### src/detection_head_decode_core_assert.svh
// ---------------------------------------------------------------------------
// Detection head decode assertion macros
// Shared assertion forms, sampled on clk and disabled while rst_n is low.
// ---------------------------------------------------------------------------
`ifndef DETECTION_HEAD_DECODE_CORE_ASSERT_SVH
`define DETECTION_HEAD_DECODE_CORE_ASSERT_SVH

// A property that must hold at every clock edge out of reset.
`define DHD_ASSERT(lbl, prop, msg) \
    lbl: assert property (@(posedge clk) disable iff (!rst_n) (prop)) else $error(msg);

// An implication checked in the same cycle.
`define DHD_ASSERT_IMPL(lbl, ante, cons, msg) \
    lbl: assert property (@(posedge clk) disable iff (!rst_n) (ante) |-> (cons)) \
        else $error(msg);

// An implication whose consequent is checked in the next cycle.
`define DHD_ASSERT_NEXT(lbl, ante, cons, msg) \
    lbl: assert property (@(posedge clk) disable iff (!rst_n) (ante) |=> (cons)) \
        else $error(msg);

`endif

### src/dhd_pkg.sv
// ---------------------------------------------------------------------------
// Detection head decode package
// Widths, register indices, reset values and the pipeline tag type.
// ---------------------------------------------------------------------------
package dhd_pkg;

    localparam int VAL_W   = 8;
    localparam int SCALE_W = 24;
    localparam int THR_W   = 32;
    localparam int CC_W    = 9;
    localparam int V_W     = 33;
    localparam int EDGE_W  = 34;
    localparam int CLASS_W = 8;
    localparam int CONF_W  = 32;

    localparam int CFG_IDX_W  = 8;
    localparam int CFG_DATA_W = 32;

    localparam int DEF_MAX_CLASSES = 256;

    localparam logic [CFG_IDX_W-1:0] CFG_QUANT_OFFSET    = 8'd0;
    localparam logic [CFG_IDX_W-1:0] CFG_DEQUANT_SCALE   = 8'd1;
    localparam logic [CFG_IDX_W-1:0] CFG_SCORE_THRESHOLD = 8'd2;
    localparam logic [CFG_IDX_W-1:0] CFG_CLASS_COUNT     = 8'd3;

    localparam logic [VAL_W-1:0]   RST_QUANT_OFFSET    = 8'd0;
    localparam logic [SCALE_W-1:0] RST_DEQUANT_SCALE   = 24'd4096;
    localparam logic [THR_W-1:0]   RST_SCORE_THRESHOLD = 32'd524288;
    localparam logic [CC_W-1:0]    RST_CLASS_COUNT     = 9'd80;

    typedef struct packed {
        logic               is_box;
        logic [1:0]         box_idx;
        logic [CLASS_W-1:0] class_idx;
        logic               is_last;
    } dhd_tag_t;

endpackage

### src/dhd_sequencer.sv
// ---------------------------------------------------------------------------
// Detection head decode sequencer
// Input register and per-anchor position tracking for box values and scores.
// ---------------------------------------------------------------------------
module dhd_sequencer #(
    parameter int MAX_CLASSES = dhd_pkg::DEF_MAX_CLASSES
) (
    input  logic                         clk,
    input  logic                         rst_n,
    input  logic                         in_valid,
    input  logic [dhd_pkg::VAL_W-1:0]    value,
    output logic                         in_stall,
    input  logic [dhd_pkg::CC_W-1:0]     class_count,
    input  logic                         b_ready,
    output logic                         a_valid,
    output logic [dhd_pkg::VAL_W-1:0]    a_value,
    output dhd_pkg::dhd_tag_t            a_tag
);
    import dhd_pkg::*;

    localparam int NW = $clog2(MAX_CLASSES + 1);

    logic               a_valid_reg;
    logic [VAL_W-1:0]   a_value_reg;
    dhd_tag_t           a_tag_reg;
    logic               box_phase_reg;
    logic [1:0]         box_idx_reg;
    logic [NW-1:0]      cls_reg;

    logic               a_ready;
    logic               accept;
    logic [NW-1:0]      n_eff;
    logic [NW:0]        c_plus;
    logic               last_score;

    always_comb
    begin
        if (class_count == '0)
        begin
            n_eff = NW'(1);
        end
        else if (32'(class_count) > 32'(MAX_CLASSES))
        begin
            n_eff = NW'(MAX_CLASSES);
        end
        else
        begin
            n_eff = NW'(class_count);
        end
    end

    assign c_plus     = {1'b0, cls_reg} + (NW + 1)'(1);
    assign last_score = c_plus >= {1'b0, n_eff};

    assign a_ready  = !a_valid_reg || b_ready;
    assign accept   = in_valid && a_ready;
    assign in_stall = !a_ready;

    always_ff @(posedge clk or negedge rst_n)
    begin
        if (!rst_n)
        begin
            a_valid_reg   <= 1'b0;
            box_phase_reg <= 1'b1;
            box_idx_reg   <= 2'd0;
            cls_reg       <= '0;
        end
        else
        begin
            if (a_ready)
            begin
                a_valid_reg <= in_valid;
            end
            if (accept)
            begin
                if (box_phase_reg)
                begin
                    box_idx_reg <= box_idx_reg + 2'd1;
                    if (box_idx_reg == 2'd3)
                    begin
                        box_phase_reg <= 1'b0;
                    end
                end
                else if (last_score)
                begin
                    box_phase_reg <= 1'b1;
                    cls_reg       <= '0;
                end
                else
                begin
                    cls_reg <= cls_reg + NW'(1);
                end
            end
        end
    end

    always_ff @(posedge clk)
    begin
        if (accept)
        begin
            a_value_reg         <= value;
            a_tag_reg.is_box    <= box_phase_reg;
            a_tag_reg.box_idx   <= box_idx_reg;
            a_tag_reg.class_idx <= CLASS_W'(cls_reg);
            a_tag_reg.is_last   <= !box_phase_reg && last_score;
        end
    end

    assign a_valid = a_valid_reg;
    assign a_value = a_value_reg;
    assign a_tag   = a_tag_reg;

endmodule

### src/dhd_dequant.sv
// ---------------------------------------------------------------------------
// Detection head decode dequantiser
// Minus the zero point, times the Q20 scale; one value a cycle unless stalled.
// ---------------------------------------------------------------------------
module dhd_dequant (
    input  logic                          clk,
    input  logic                          rst_n,
    input  logic                          a_valid,
    input  logic [dhd_pkg::VAL_W-1:0]     a_value,
    input  dhd_pkg::dhd_tag_t             a_tag,
    input  logic [dhd_pkg::VAL_W-1:0]     quant_offset,
    input  logic [dhd_pkg::SCALE_W-1:0]   dequant_scale,
    input  logic                          b_ready,
    output logic                          b_valid,
    output logic signed [dhd_pkg::V_W-1:0] b_v,
    output dhd_pkg::dhd_tag_t             b_tag
);
    import dhd_pkg::*;

    localparam int P_W = VAL_W + SCALE_W + 2;

    logic                    b_valid_reg;
    logic signed [V_W-1:0]   b_v_reg;
    dhd_tag_t                b_tag_reg;

    logic signed [VAL_W:0]   diff;
    logic signed [SCALE_W:0] scale_s;
    logic signed [P_W-1:0]   prod;

    assign diff    = $signed({a_value[VAL_W-1], a_value})
                   - $signed({quant_offset[VAL_W-1], quant_offset});
    assign scale_s = $signed({1'b0, dequant_scale});
    assign prod    = P_W'(diff) * P_W'(scale_s);

    always_ff @(posedge clk or negedge rst_n)
    begin
        if (!rst_n)
        begin
            b_valid_reg <= 1'b0;
        end
        else if (b_ready)
        begin
            b_valid_reg <= a_valid;
        end
    end

    always_ff @(posedge clk)
    begin
        if (a_valid && b_ready)
        begin
            b_v_reg   <= prod[V_W-1:0];
            b_tag_reg <= a_tag;
        end
    end

    assign b_valid = b_valid_reg;
    assign b_v     = b_v_reg;
    assign b_tag   = b_tag_reg;

endmodule

### src/dhd_accum.sv
// ---------------------------------------------------------------------------
// Detection head decode accumulator
// Holds the box values and running argmax, and forms the corner box result.
// ---------------------------------------------------------------------------
module dhd_accum (
    input  logic                               clk,
    input  logic                               rst_n,
    input  logic                               b_valid,
    input  logic signed [dhd_pkg::V_W-1:0]     b_v,
    input  dhd_pkg::dhd_tag_t                  b_tag,
    input  logic [dhd_pkg::THR_W-1:0]          score_threshold,
    output logic                               b_ready,
    output logic                               out_valid,
    input  logic                               out_stall,
    output logic signed [dhd_pkg::EDGE_W-1:0]  x_min,
    output logic signed [dhd_pkg::EDGE_W-1:0]  y_min,
    output logic signed [dhd_pkg::EDGE_W-1:0]  x_max,
    output logic signed [dhd_pkg::EDGE_W-1:0]  y_max,
    output logic [dhd_pkg::CLASS_W-1:0]        class_index,
    output logic [dhd_pkg::CONF_W-1:0]         confidence
);
    import dhd_pkg::*;

    `include "detection_head_decode_core_assert.svh"

    logic signed [V_W-1:0]    box_reg [4];
    logic signed [V_W-1:0]    best_reg;
    logic [CLASS_W-1:0]       best_class_reg;
    logic                     out_valid_reg;
    logic signed [EDGE_W-1:0] x_min_reg;
    logic signed [EDGE_W-1:0] y_min_reg;
    logic signed [EDGE_W-1:0] x_max_reg;
    logic signed [EDGE_W-1:0] y_max_reg;
    logic [CLASS_W-1:0]       class_reg;
    logic [CONF_W-1:0]        conf_reg;

    logic                     out_free;
    logic                     go;
    logic                     upd;
    logic signed [V_W-1:0]    best_next;
    logic [CLASS_W-1:0]       best_class_next;
    logic                     emit;
    logic signed [EDGE_W-1:0] cx;
    logic signed [EDGE_W-1:0] cy;
    logic signed [EDGE_W-1:0] hw;
    logic signed [EDGE_W-1:0] hh;

    assign out_free = !out_valid_reg || !out_stall;
    assign b_ready  = !b_valid || !b_tag.is_last || out_free;
    assign go       = b_valid && b_ready;

    assign upd             = b_v > best_reg;
    assign best_next       = upd ? b_v : best_reg;
    assign best_class_next = upd ? b_tag.class_idx : best_class_reg;
    assign emit            = $unsigned(best_next) >= {1'b0, score_threshold};

    // The half extent is an arithmetic shift, which rounds towards minus infinity.
    assign cx = $signed({box_reg[0][V_W-1], box_reg[0]});
    assign cy = $signed({box_reg[1][V_W-1], box_reg[1]});
    assign hw = $signed({{2{box_reg[2][V_W-1]}}, box_reg[2][V_W-1:1]});
    assign hh = $signed({{2{box_reg[3][V_W-1]}}, box_reg[3][V_W-1:1]});

    always_ff @(posedge clk or negedge rst_n)
    begin
        if (!rst_n)
        begin
            best_reg       <= '0;
            best_class_reg <= '0;
            out_valid_reg  <= 1'b0;
        end
        else
        begin
            if (go && !b_tag.is_box)
            begin
                if (b_tag.is_last)
                begin
                    best_reg       <= '0;
                    best_class_reg <= '0;
                end
                else
                begin
                    best_reg       <= best_next;
                    best_class_reg <= best_class_next;
                end
            end
            if (go && b_tag.is_last && emit)
            begin
                out_valid_reg <= 1'b1;
            end
            else if (!out_stall)
            begin
                out_valid_reg <= 1'b0;
            end
        end
    end

    always_ff @(posedge clk)
    begin
        if (go && b_tag.is_box)
        begin
            box_reg[b_tag.box_idx] <= b_v;
        end
        if (go && b_tag.is_last && emit)
        begin
            x_min_reg <= cx - hw;
            y_min_reg <= cy - hh;
            x_max_reg <= cx + hw;
            y_max_reg <= cy + hh;
            class_reg <= best_class_next;
            conf_reg  <= best_next[CONF_W-1:0];
        end
    end

    assign out_valid   = out_valid_reg;
    assign x_min       = x_min_reg;
    assign y_min       = y_min_reg;
    assign x_max       = x_max_reg;
    assign y_max       = y_max_reg;
    assign class_index = class_reg;
    assign confidence  = conf_reg;

    `DHD_ASSERT(a_best_nonneg, !best_reg[V_W-1], "best score went negative")
    `DHD_ASSERT_IMPL(a_conf_threshold, out_valid_reg, conf_reg >= score_threshold,
        "result below threshold offered")
    `DHD_ASSERT_IMPL(a_block_cause, b_valid && !b_ready, out_valid_reg && out_stall,
        "pipeline blocked without a waiting result")
    `DHD_ASSERT_NEXT(a_block_hold, b_valid && !b_ready,
        $stable(best_reg) && $stable(best_class_reg), "argmax changed while blocked")

endmodule

### src/detection_head_decode_core.sv
// ---------------------------------------------------------------------------
// Detection head decode core
// Dequantises a per-anchor int8 stream and emits corner boxes with argmax class.
// ---------------------------------------------------------------------------
// Accepts one value per cycle; the dequantiser multiply is a stage of its own.
// An anchor's last score passes the input, multiply and result registers in turn.
// Only a waiting result that is stalled on an anchor's last score holds the input.
// Reset clears the pipeline, the anchor position and the argmax, and loads
// the register defaults; results and box values hold no reset.
module detection_head_decode_core #(
    parameter int MAX_CLASSES = dhd_pkg::DEF_MAX_CLASSES
) (
    input  logic                                clk,
    input  logic                                rst_n,
    input  logic                                cfg_valid,
    output logic                                cfg_ready,
    input  logic [dhd_pkg::CFG_IDX_W-1:0]       cfg_index,
    input  logic [dhd_pkg::CFG_DATA_W-1:0]      cfg_data,
    input  logic                                in_valid,
    output logic                                in_stall,
    input  logic [dhd_pkg::VAL_W-1:0]           value,
    output logic                                out_valid,
    input  logic                                out_stall,
    output logic signed [dhd_pkg::EDGE_W-1:0]   x_min,
    output logic signed [dhd_pkg::EDGE_W-1:0]   y_min,
    output logic signed [dhd_pkg::EDGE_W-1:0]   x_max,
    output logic signed [dhd_pkg::EDGE_W-1:0]   y_max,
    output logic [dhd_pkg::CLASS_W-1:0]         class_index,
    output logic [dhd_pkg::CONF_W-1:0]          confidence
);
    import dhd_pkg::*;

    logic [VAL_W-1:0]   offset_reg;
    logic [SCALE_W-1:0] scale_reg;
    logic [THR_W-1:0]   threshold_reg;
    logic [CC_W-1:0]    class_count_reg;

    logic               a_valid;
    logic [VAL_W-1:0]   a_value;
    dhd_tag_t           a_tag;
    logic               b_ready;
    logic               b_valid;
    logic signed [V_W-1:0] b_v;
    dhd_tag_t           b_tag;

    assign cfg_ready = 1'b1;

    always_ff @(posedge clk or negedge rst_n)
    begin
        if (!rst_n)
        begin
            offset_reg      <= RST_QUANT_OFFSET;
            scale_reg       <= RST_DEQUANT_SCALE;
            threshold_reg   <= RST_SCORE_THRESHOLD;
            class_count_reg <= RST_CLASS_COUNT;
        end
        else if (cfg_valid && cfg_ready)
        begin
            case (cfg_index)
                CFG_QUANT_OFFSET:    offset_reg      <= cfg_data[VAL_W-1:0];
                CFG_DEQUANT_SCALE:   scale_reg       <= cfg_data[SCALE_W-1:0];
                CFG_SCORE_THRESHOLD: threshold_reg   <= cfg_data[THR_W-1:0];
                CFG_CLASS_COUNT:     class_count_reg <= cfg_data[CC_W-1:0];
                default:
                begin
                end
            endcase
        end
    end

    dhd_sequencer #(
        .MAX_CLASSES (MAX_CLASSES)
    ) u_sequencer (
        .clk         (clk),
        .rst_n       (rst_n),
        .in_valid    (in_valid),
        .value       (value),
        .in_stall    (in_stall),
        .class_count (class_count_reg),
        .b_ready     (b_ready),
        .a_valid     (a_valid),
        .a_value     (a_value),
        .a_tag       (a_tag)
    );

    dhd_dequant u_dequant (
        .clk           (clk),
        .rst_n         (rst_n),
        .a_valid       (a_valid),
        .a_value       (a_value),
        .a_tag         (a_tag),
        .quant_offset  (offset_reg),
        .dequant_scale (scale_reg),
        .b_ready       (b_ready),
        .b_valid       (b_valid),
        .b_v           (b_v),
        .b_tag         (b_tag)
    );

    dhd_accum u_accum (
        .clk             (clk),
        .rst_n           (rst_n),
        .b_valid         (b_valid),
        .b_v             (b_v),
        .b_tag           (b_tag),
        .score_threshold (threshold_reg),
        .b_ready         (b_ready),
        .out_valid       (out_valid),
        .out_stall       (out_stall),
        .x_min           (x_min),
        .y_min           (y_min),
        .x_max           (x_max),
        .y_max           (y_max),
        .class_index     (class_index),
        .confidence      (confidence)
    );

endmodule

### config.mk
export PLATFORM = sky130hd
export DESIGN_NAME = detection_head_decode_core
export DESIGN_NICKNAME = d
export VERILOG_FILES = /design/src/dhd_pkg.sv /design/src/dhd_sequencer.sv /design/src/dhd_dequant.sv /design/src/dhd_accum.sv /design/src/detection_head_decode_core.sv
export VERILOG_INCLUDE_DIRS = /design/src /design/src/src
export SDC_FILE = /design/constraint.sdc
export NUM_CORES = 1
export LEC_CHECK = 0
export BUFFER_PORTS_ARGS = -buffer_cell sky130_fd_sc_hd__clkbuf_2
export CORE_MARGIN = 10
export CORE_UTILIZATION = 45
export CTS_CLUSTER_SIZE = 24
export DETAILED_ROUTE_END_ITERATION = 6
export HOLD_SLACK_MARGIN = 0.02
export SLEW_MARGIN = 20
export SYNTH_ARGS = -nofsm -noshare
export SYNTH_HDL_FRONTEND = slang
export SYNTH_SLANG_ARGS = --single-unit
### constraint.sdc
create_clock -name clk -period 7.85 [get_ports clk]
set_input_delay 0.785 -clock clk [delete_from_list [all_inputs] [get_ports clk]]
set_output_delay 0.785 -clock clk [all_outputs]
set_load 0.03 [all_outputs]
Word-level counts from Yosys, hierarchy flattened
Memories as Yosys holds them, arrays and structs flattened.
Cells that the tools add are included.
W data, S select, Z words.

storage, ports and cells
  output and inout port bits = 179
  register bits = 370
  input port bits = 53
  memory bits (writable) = 132
  word-level logic and storage cells = 90
  memories kept = 1

operators by class
  equal/unequal tests = 5
  reductions and logical operators = 28
  multiply operators = 1
  add/sub/neg operators = 8
  multiplexer cells = 14
  bitwise gates (word level) = 1
  magnitude comparators = 4

memories
  name             depth  width  read ports  clocked after Yosys merged registers in  wr ports  line             RTL
  u_accum.box_reg  4      33     4           0                                        1         dhd_accum.sv:26  logic signed [V_W-1:0] box_reg [4];

operators with widths
  kind                    number
  $add A33 B32 Y34        2
  $sub A33 B32 Y34        2
  $mux W33                2
  $ge A33 B32 Y1          1
  $gt A33 B33 Y1          1
  $mul A9 B25 Y33         1
  $mux W9                 3
  $eq A8 B2 Y1 const B    2
  $mux W8                 2
  $reduce_and A2 Y1       6
  $add A9 B1 Y10 const B  1
  $ge A10 B9 Y1           1
  $add A9 B1 Y9 const B   1
  $gt A9 B9 Y1 const B    1
  $logic_not A9 Y1        1
  $sub A8 B8 Y9           1
  $eq A8 B1 Y1 const B    1
  $logic_and A1 B1 Y1     8
  $logic_not A1 Y1        8
  $logic_not A8 Y1        1
  $mux W1                 7
  $logic_or A1 B1 Y1      4
  $add A2 B1 Y2 const B   1
  $eq A2 B2 Y1 const B    1
  other kinds (2)         2

Longest topological paths before layout
  depth in word-level cells = 7
  gate-level depth with buffers = 30
  gate-level depth less buffers = 30

Cells and area by module
Synthesis repeated with hierarchy kept, for this count alone.

unflattened totals
  cell total of the unflattened synthesis = 2865
  area, all modules = 32726.4 um2

modules (own cells, without submodules)
  module                      instances  area each (um2)  cells each  seq. area each (um2)
  dhd_accum                   1          19567.5          1743        10179.8
  dhd_dequant                 1          8558.2           832         1376.3
  detection_head_decode_core  1          3022.9           160         1831.8
  dhd_sequencer               1          1577.8           130         927.1

Least setup slack after synthesis
OpenSTA, ideal clock, no wires.

  kind = reg-to-reg
  from = register u_dequant.b_v_reg[2] (netlist: u_dequant.b_v[2])
  to = register u_accum.class_reg[0] (netlist: u_accum.class_index[0]), enable pin
  stages on the path, launching flop included = 22
  arrival time = 7917 ps
  setup slack = -623 ps
  clock period less this slack = 8473 ps
  library setup time = 556 ps
  path through = edfxtp_1 > ha_1 > a21oi_1 > nor2_1 > a2111oi_0 > a2111oi_0 > o41ai_1 > nand4_1 > nand3_1 > buf_2 > buf_1 > mux2_2 > ha_1 > nand4_1 > nor2_1 > nor2_1 > a211oi_1 > a2111oi_0 > nor2_1 > o31a_1 > a2111o_1 > and3_1

on the way
  longest elaborated chain between the ends = 4

ends and longest elaborated chain
  element                         line               RTL
  from (decl)                     dhd_dequant.sv:23  logic signed [V_W-1:0] b_v_reg;
  from (signal assigned)          dhd_dequant.sv:51  b_v_reg <= prod[V_W-1:0];
  $gt A33 B33 Y1                  dhd_accum.sv:52    assign upd = b_v > best_reg;
  $mux W33 *                      dhd_accum.sv:53    assign best_next = upd ? b_v : best_reg;
  named net u_accum.best_next[2]  dhd_accum.sv:40    logic signed [V_W-1:0] best_next;
  $ge A33 B32 Y1 *                dhd_accum.sv:55    assign emit = $unsigned(best_next) >= {1'b0, score_threshold};
  $logic_and A1 B1 Y1 *           dhd_accum.sv:103   if (go && b_tag.is_last && emit)
  to (signal assigned)            dhd_accum.sv:109   class_reg <= best_class_next;
  to (decl)                       dhd_accum.sv:34    logic [CLASS_W-1:0] class_reg;

The timed path passes the listed nets; every way through them passes the cells marked *.
A chain may end at the register's enable or synchronous reset.

Worst setup path in the final report
  from = register offset_reg[1]
  to = register u_dequant.b_v_reg[32] (netlist: u_dequant.b_v[32]), data pin

on the way
  longest elaborated chain between the ends = 2

ends and longest elaborated chain
  element                       line                              RTL
  from (decl)                   detection_head_decode_core.sv:33  logic [VAL_W-1:0] offset_reg;
  from (signal assigned)        detection_head_decode_core.sv:60  CFG_QUANT_OFFSET: offset_reg <= cfg_data[VAL_W-1:0];
  $sub A8 B8 Y9                 dhd_dequant.sv:31                 - $signed({quant_offset[VAL_W-1], quant_offset});
  $mul A9 B25 Y33               dhd_dequant.sv:33                 assign prod = P_W'(diff) * P_W'(scale_s);
  named net u_dequant.prod[32]  dhd_dequant.sv:28                 logic signed [P_W-1:0] prod;

The timed path passes the listed nets, and every way through them passes these cells.

==> PnR_summary.wiki <==
{| class="wikitable"
! Metric !! Value
|-
| Net total in the final layout || 3606
|-
| Initial Util || 45.28%
|-
| Cell area after layout || 36520 um2
|-
| Total DRC errors in the routed layout || 0
|-
| Clock network latency to the later pin of the worst-skew pair || 0.61 ns
|-
| Headroom to the max-slew limit || 29.26%
|-
| Number of distinct library cell variants in the gate-level netlist after synthesis || 76
|-
| Synthesized netlist cell count || 2887
|-
| Top cell type's share of synthesized area || 34.35%
|-
| Vias in the first global route || 22320
|-
| Number of failing setup endpoints in the final timing report || 0
|-
| Slowest CP cell || sky130_fd_sc_hd__fa_1
|-
| Power density over cell area || 277.0 nW/um2
|-
| Startpoint of the lowest-slack register-to-register path || offset_reg[1]
|-
| Arrival time at the worst endpoint || 7.78 ns
|-
| Setup total negative slack || 0 ns
|-
| Area of placed instances || 34490 um2
|-
| Number of vias per cell after detailed routing || 5.312
|-
| Top post-synthesis cells by area || sky130_fd_sc_hd__edfxtp_1, sky130_fd_sc_hd__ha_1, sky130_fd_sc_hd__fa_1
|-
| Post-route minimum period || 7.419 ns
|-
| Number of enable-type register cells in the synthesized netlist || 369
|-
| Reg-to-Reg End || u_dequant.b_v[32]
|-
| Floorplan die area || 82800 um2
|-
| Number of buffers on the longest clock path || 3
|-
| Cell taking the most area after synthesis || sky130_fd_sc_hd__edfxtp_1
|-
| Post-synthesis register bit count || 498
|-
| Total detailed-routing wirelength || 79.97 mm
|-
| Number of max-slew violations in the final report || 0
|-
| Number of hold buffers added after cts || 0
|-
| Post-synthesis to final-layout area growth || 13.21%
|-
| Largest stage delay, worst path || 0.55 ns
|-
| Synthesized area || 32260 um2
|-
| Post-Syn Nets || 3397
|-
| Number of buffers added for setup after CTS || 0
|-
| Data required, critical path || 8.21 ns
|-
| Most frequent cell after synthesis || sky130_fd_sc_hd__edfxtp_1
|-
| Max-cap viol count || 0
|-
| Worst slew pin tran || 1.034 ns
|-
| CTS Sinks || 498
|-
| Chip Height || 287.8 um
|-
| Buffers added on ports || 230
|-
| Overall via count from detail_route || 21740
|-
| Critical path start-end classification || flip-flop to flip-flop
|-
| Reg clk slew, reported paths || 0.06 ns
|-
| Quantity of gates resized following cts || 0
|-
| Fraction of the yosys area taken by sequential cells || 44.37%
|-
| Number of rows in the core area || 98
|-
| CTS tree || done
|-
| Maximum net fanout on the critical path || 4
|-
| Global router's overall resource usage || 19.23%
|-
| Initial antenna violation count || 1
|-
| R2R depth || 29
|-
| CTS Root Buffer Type || sky130_fd_sc_hd__clkbuf_16
|-
| Inserted Clock Buffers || 54
|-
| Tcrit/Tclk final || 94.50%
|-
| Critical path startpoint category || flip-flop
|-
| First-iteration detailed-routing DRC count || 1729
|-
| Width of the die || 287.8 um
|-
| R2R setup slack || 0.43 ns
|-
| WL/cell || 19.54 um
|-
| H-tree Lvls || 2
|-
| Type of the worst min-delay path || input port to asynchronous set/reset pin
|-
| Flip-flop count of the largest register, all copies and words added || 130
|-
| Share of flip-flops with an asynchronous set or reset || 25.90%
|-
| HPWL reported at the end of detailed placement || 63.89 mm
|-
| Worst VDD drop || 0.1870 mV
|-
| Wire length of the first global-routing pass || 126.3 mm
|-
| Clk_skew || 0.02462 ns
|-
| Dominant register cell in the synthesized netlist || sky130_fd_sc_hd__edfxtp_1
|-
| Residual antenna-violating net count after detailed routing || 0
|-
| Total design power || 10.12 mW
|-
| Global route total overflow || 0
|-
| Outcome || finished clean
|-
| Critical Path Sink Type || flip-flop
|-
| Yosys synthesis warning count || 0
|-
| Cell repeated most along the worst path || sky130_fd_sc_hd__fa_1
|-
| Setup repair after global routing missed its margin || false
|-
| Largest net degree at the start of global routing || 70
|-
| Final Hold Violating Endpoints || 0
|-
| Gpl congestion || 0.9022
|-
| Avg Inst Size Synth || 11.17 um2
|-
| Most instantiated cells after synthesis || sky130_fd_sc_hd__edfxtp_1, sky130_fd_sc_hd__inv_1, sky130_fd_sc_hd__ha_1
|-
| Leak pwr || 16.31 nW
|-
| Fraction of layout cells with a size suffix above 1 || 15.02%
|-
| Number of I/O pins || 232
|-
| Placeable core region || 71240 um2
|-
| Max Fclk || 134.8 MHz
|-
| # diodes || 0
|-
| First-pass detailed-route iteration total || 5
|}
[cell usage in the layout, fill, tap and decap left out, types with 7 or more instances in the layout]
| master | count |
|---|---|
| sky130_fd_sc_hd__dfrtp_1 | 124 |
| sky130_fd_sc_hd__a31oi_1 | 13 |
| sky130_fd_sc_hd__inv_1 | 346 |
| sky130_fd_sc_hd__fa_1 | 160 |
| sky130_fd_sc_hd__xnor2_1 | 105 |
| sky130_fd_sc_hd__nand4_1 | 26 |
| sky130_fd_sc_hd__edfxtp_1 | 369 |
| sky130_fd_sc_hd__bufinv_16 | 12 |
| sky130_fd_sc_hd__nor2_1 | 165 |
| sky130_fd_sc_hd__a21o_1 | 51 |
| sky130_fd_sc_hd__a211oi_1 | 18 |
| sky130_fd_sc_hd__nor2b_1 | 34 |
| sky130_fd_sc_hd__and3_1 | 14 |
| sky130_fd_sc_hd__or2_2 | 7 |
| sky130_fd_sc_hd__nand2b_1 | 66 |
| sky130_fd_sc_hd__o21bai_1 | 24 |
| sky130_fd_sc_hd__a22o_1 | 43 |
| sky130_fd_sc_hd__o31ai_1 | 17 |
| sky130_fd_sc_hd__o21ai_0 | 122 |
| sky130_fd_sc_hd__clkinv_2 | 14 |
| sky130_fd_sc_hd__o21a_1 | 16 |
| sky130_fd_sc_hd__a21boi_0 | 9 |
| sky130_fd_sc_hd__nand3_1 | 30 |
| sky130_fd_sc_hd__a21oi_1 | 152 |
| sky130_fd_sc_hd__xor2_1 | 38 |
| sky130_fd_sc_hd__mux2_2 | 75 |
| sky130_fd_sc_hd__clkbuf_2 | 229 |
| sky130_fd_sc_hd__o31a_1 | 7 |
| sky130_fd_sc_hd__and2_1 | 111 |
| sky130_fd_sc_hd__nand2_1 | 153 |
| sky130_fd_sc_hd__a221oi_1 | 12 |
| sky130_fd_sc_hd__nor3_1 | 37 |
| sky130_fd_sc_hd__buf_4 | 28 |
| sky130_fd_sc_hd__ha_1 | 297 |
| sky130_fd_sc_hd__a2111oi_0 | 7 |
| sky130_fd_sc_hd__nor4_1 | 23 |
| sky130_fd_sc_hd__clkbuf_16 | 56 |
[kinds of logic after synthesis]
family | Yosys count | share of synthesized area (%)
AND/OR/NAND/NOR | 696 | 10.84
AO/OA/AOI/OAI | 557 | 11.36
flip-flops | 498 | 44.37
buffers and inverters | 458 | 5.410
adder cells (fa/ha/maj) | 457 | 21.45
XOR/XNOR | 143 | 3.882
multiplexers | 77 | 2.680
other | 1 | 0.01162
[how the worst max path moves through the flow]
| stage | startpoint | slack [ns] | depth (start not counted) | end |
|---|---|---|---|---|
| CTS | offset_reg[1] | 0.34 | 27 | u_dequant.b_v[31] |
| floorplan | offset_reg[1] | 0.58 | 30 | u_dequant.b_v[32] |
| global placement | offset_reg[1] | 0.41 | 29 | u_dequant.b_v[32] |
| finish | offset_reg[1] | 0.43 | 29 | u_dequant.b_v[32] |
| global route | offset_reg[1] | 0.01 | 29 | u_dequant.b_v[32] |
| detailed placement | offset_reg[1] | 0.36 | 27 | u_dequant.b_v[31] |
[final cells by class]
type                            count  area (um2)
Inverter                          350        1314
Clock inverter                     42       589.3
Sequential cell                   498       14320
Tap cell                          950        1189
Timing Repair Buffer              261        1428
Fill cell                        6355       34720
Multi-Input combinational cell   1931       16260
Clock buffer                       60        1426
[worst max-delay path: cells and delay by family, from the launching register on]
kind | cells | cell delay [ns]
xor gates and xnor gates | 2 | 0.27
and+or+nand+nor | 5 | 0.87
buffers and inverters | 4 | 0.21
adders and majority gates | 7 | 3.10
AOI/OAI and AO/OA | 11 | 2.33
DFF | 1 | 0.38
[per-layer routing]
metal  GRT usage [%]  wire length [um]
met5               0                12
met4           5.821              2339
met3           2.965              4182
met2           32.03             38060
met1           25.57             35380
[where the power goes]
part,internal [mW],switching (mW)
Sequential,3.50,0.381
Combinational,1.34,2.10
Clock,1.72,1.09
Total,6.55,3.57
[stage by stage]
step	setup slack, ns	util, %	cells	hold WS (ns)
detailed placement	0.3622	48.41	3990	0.4054
global placement	0.4122	48.41	3990	0.4031
global route	0.009696	51.26	4092	0.3188
CTS	0.3358	51.24	4092	0.2687
floorplan	0.5802	-	2887	0.4003
finish	0.4314	51.26	4092	0.2628
No activity file was read; power rests on OpenSTA's default activity.
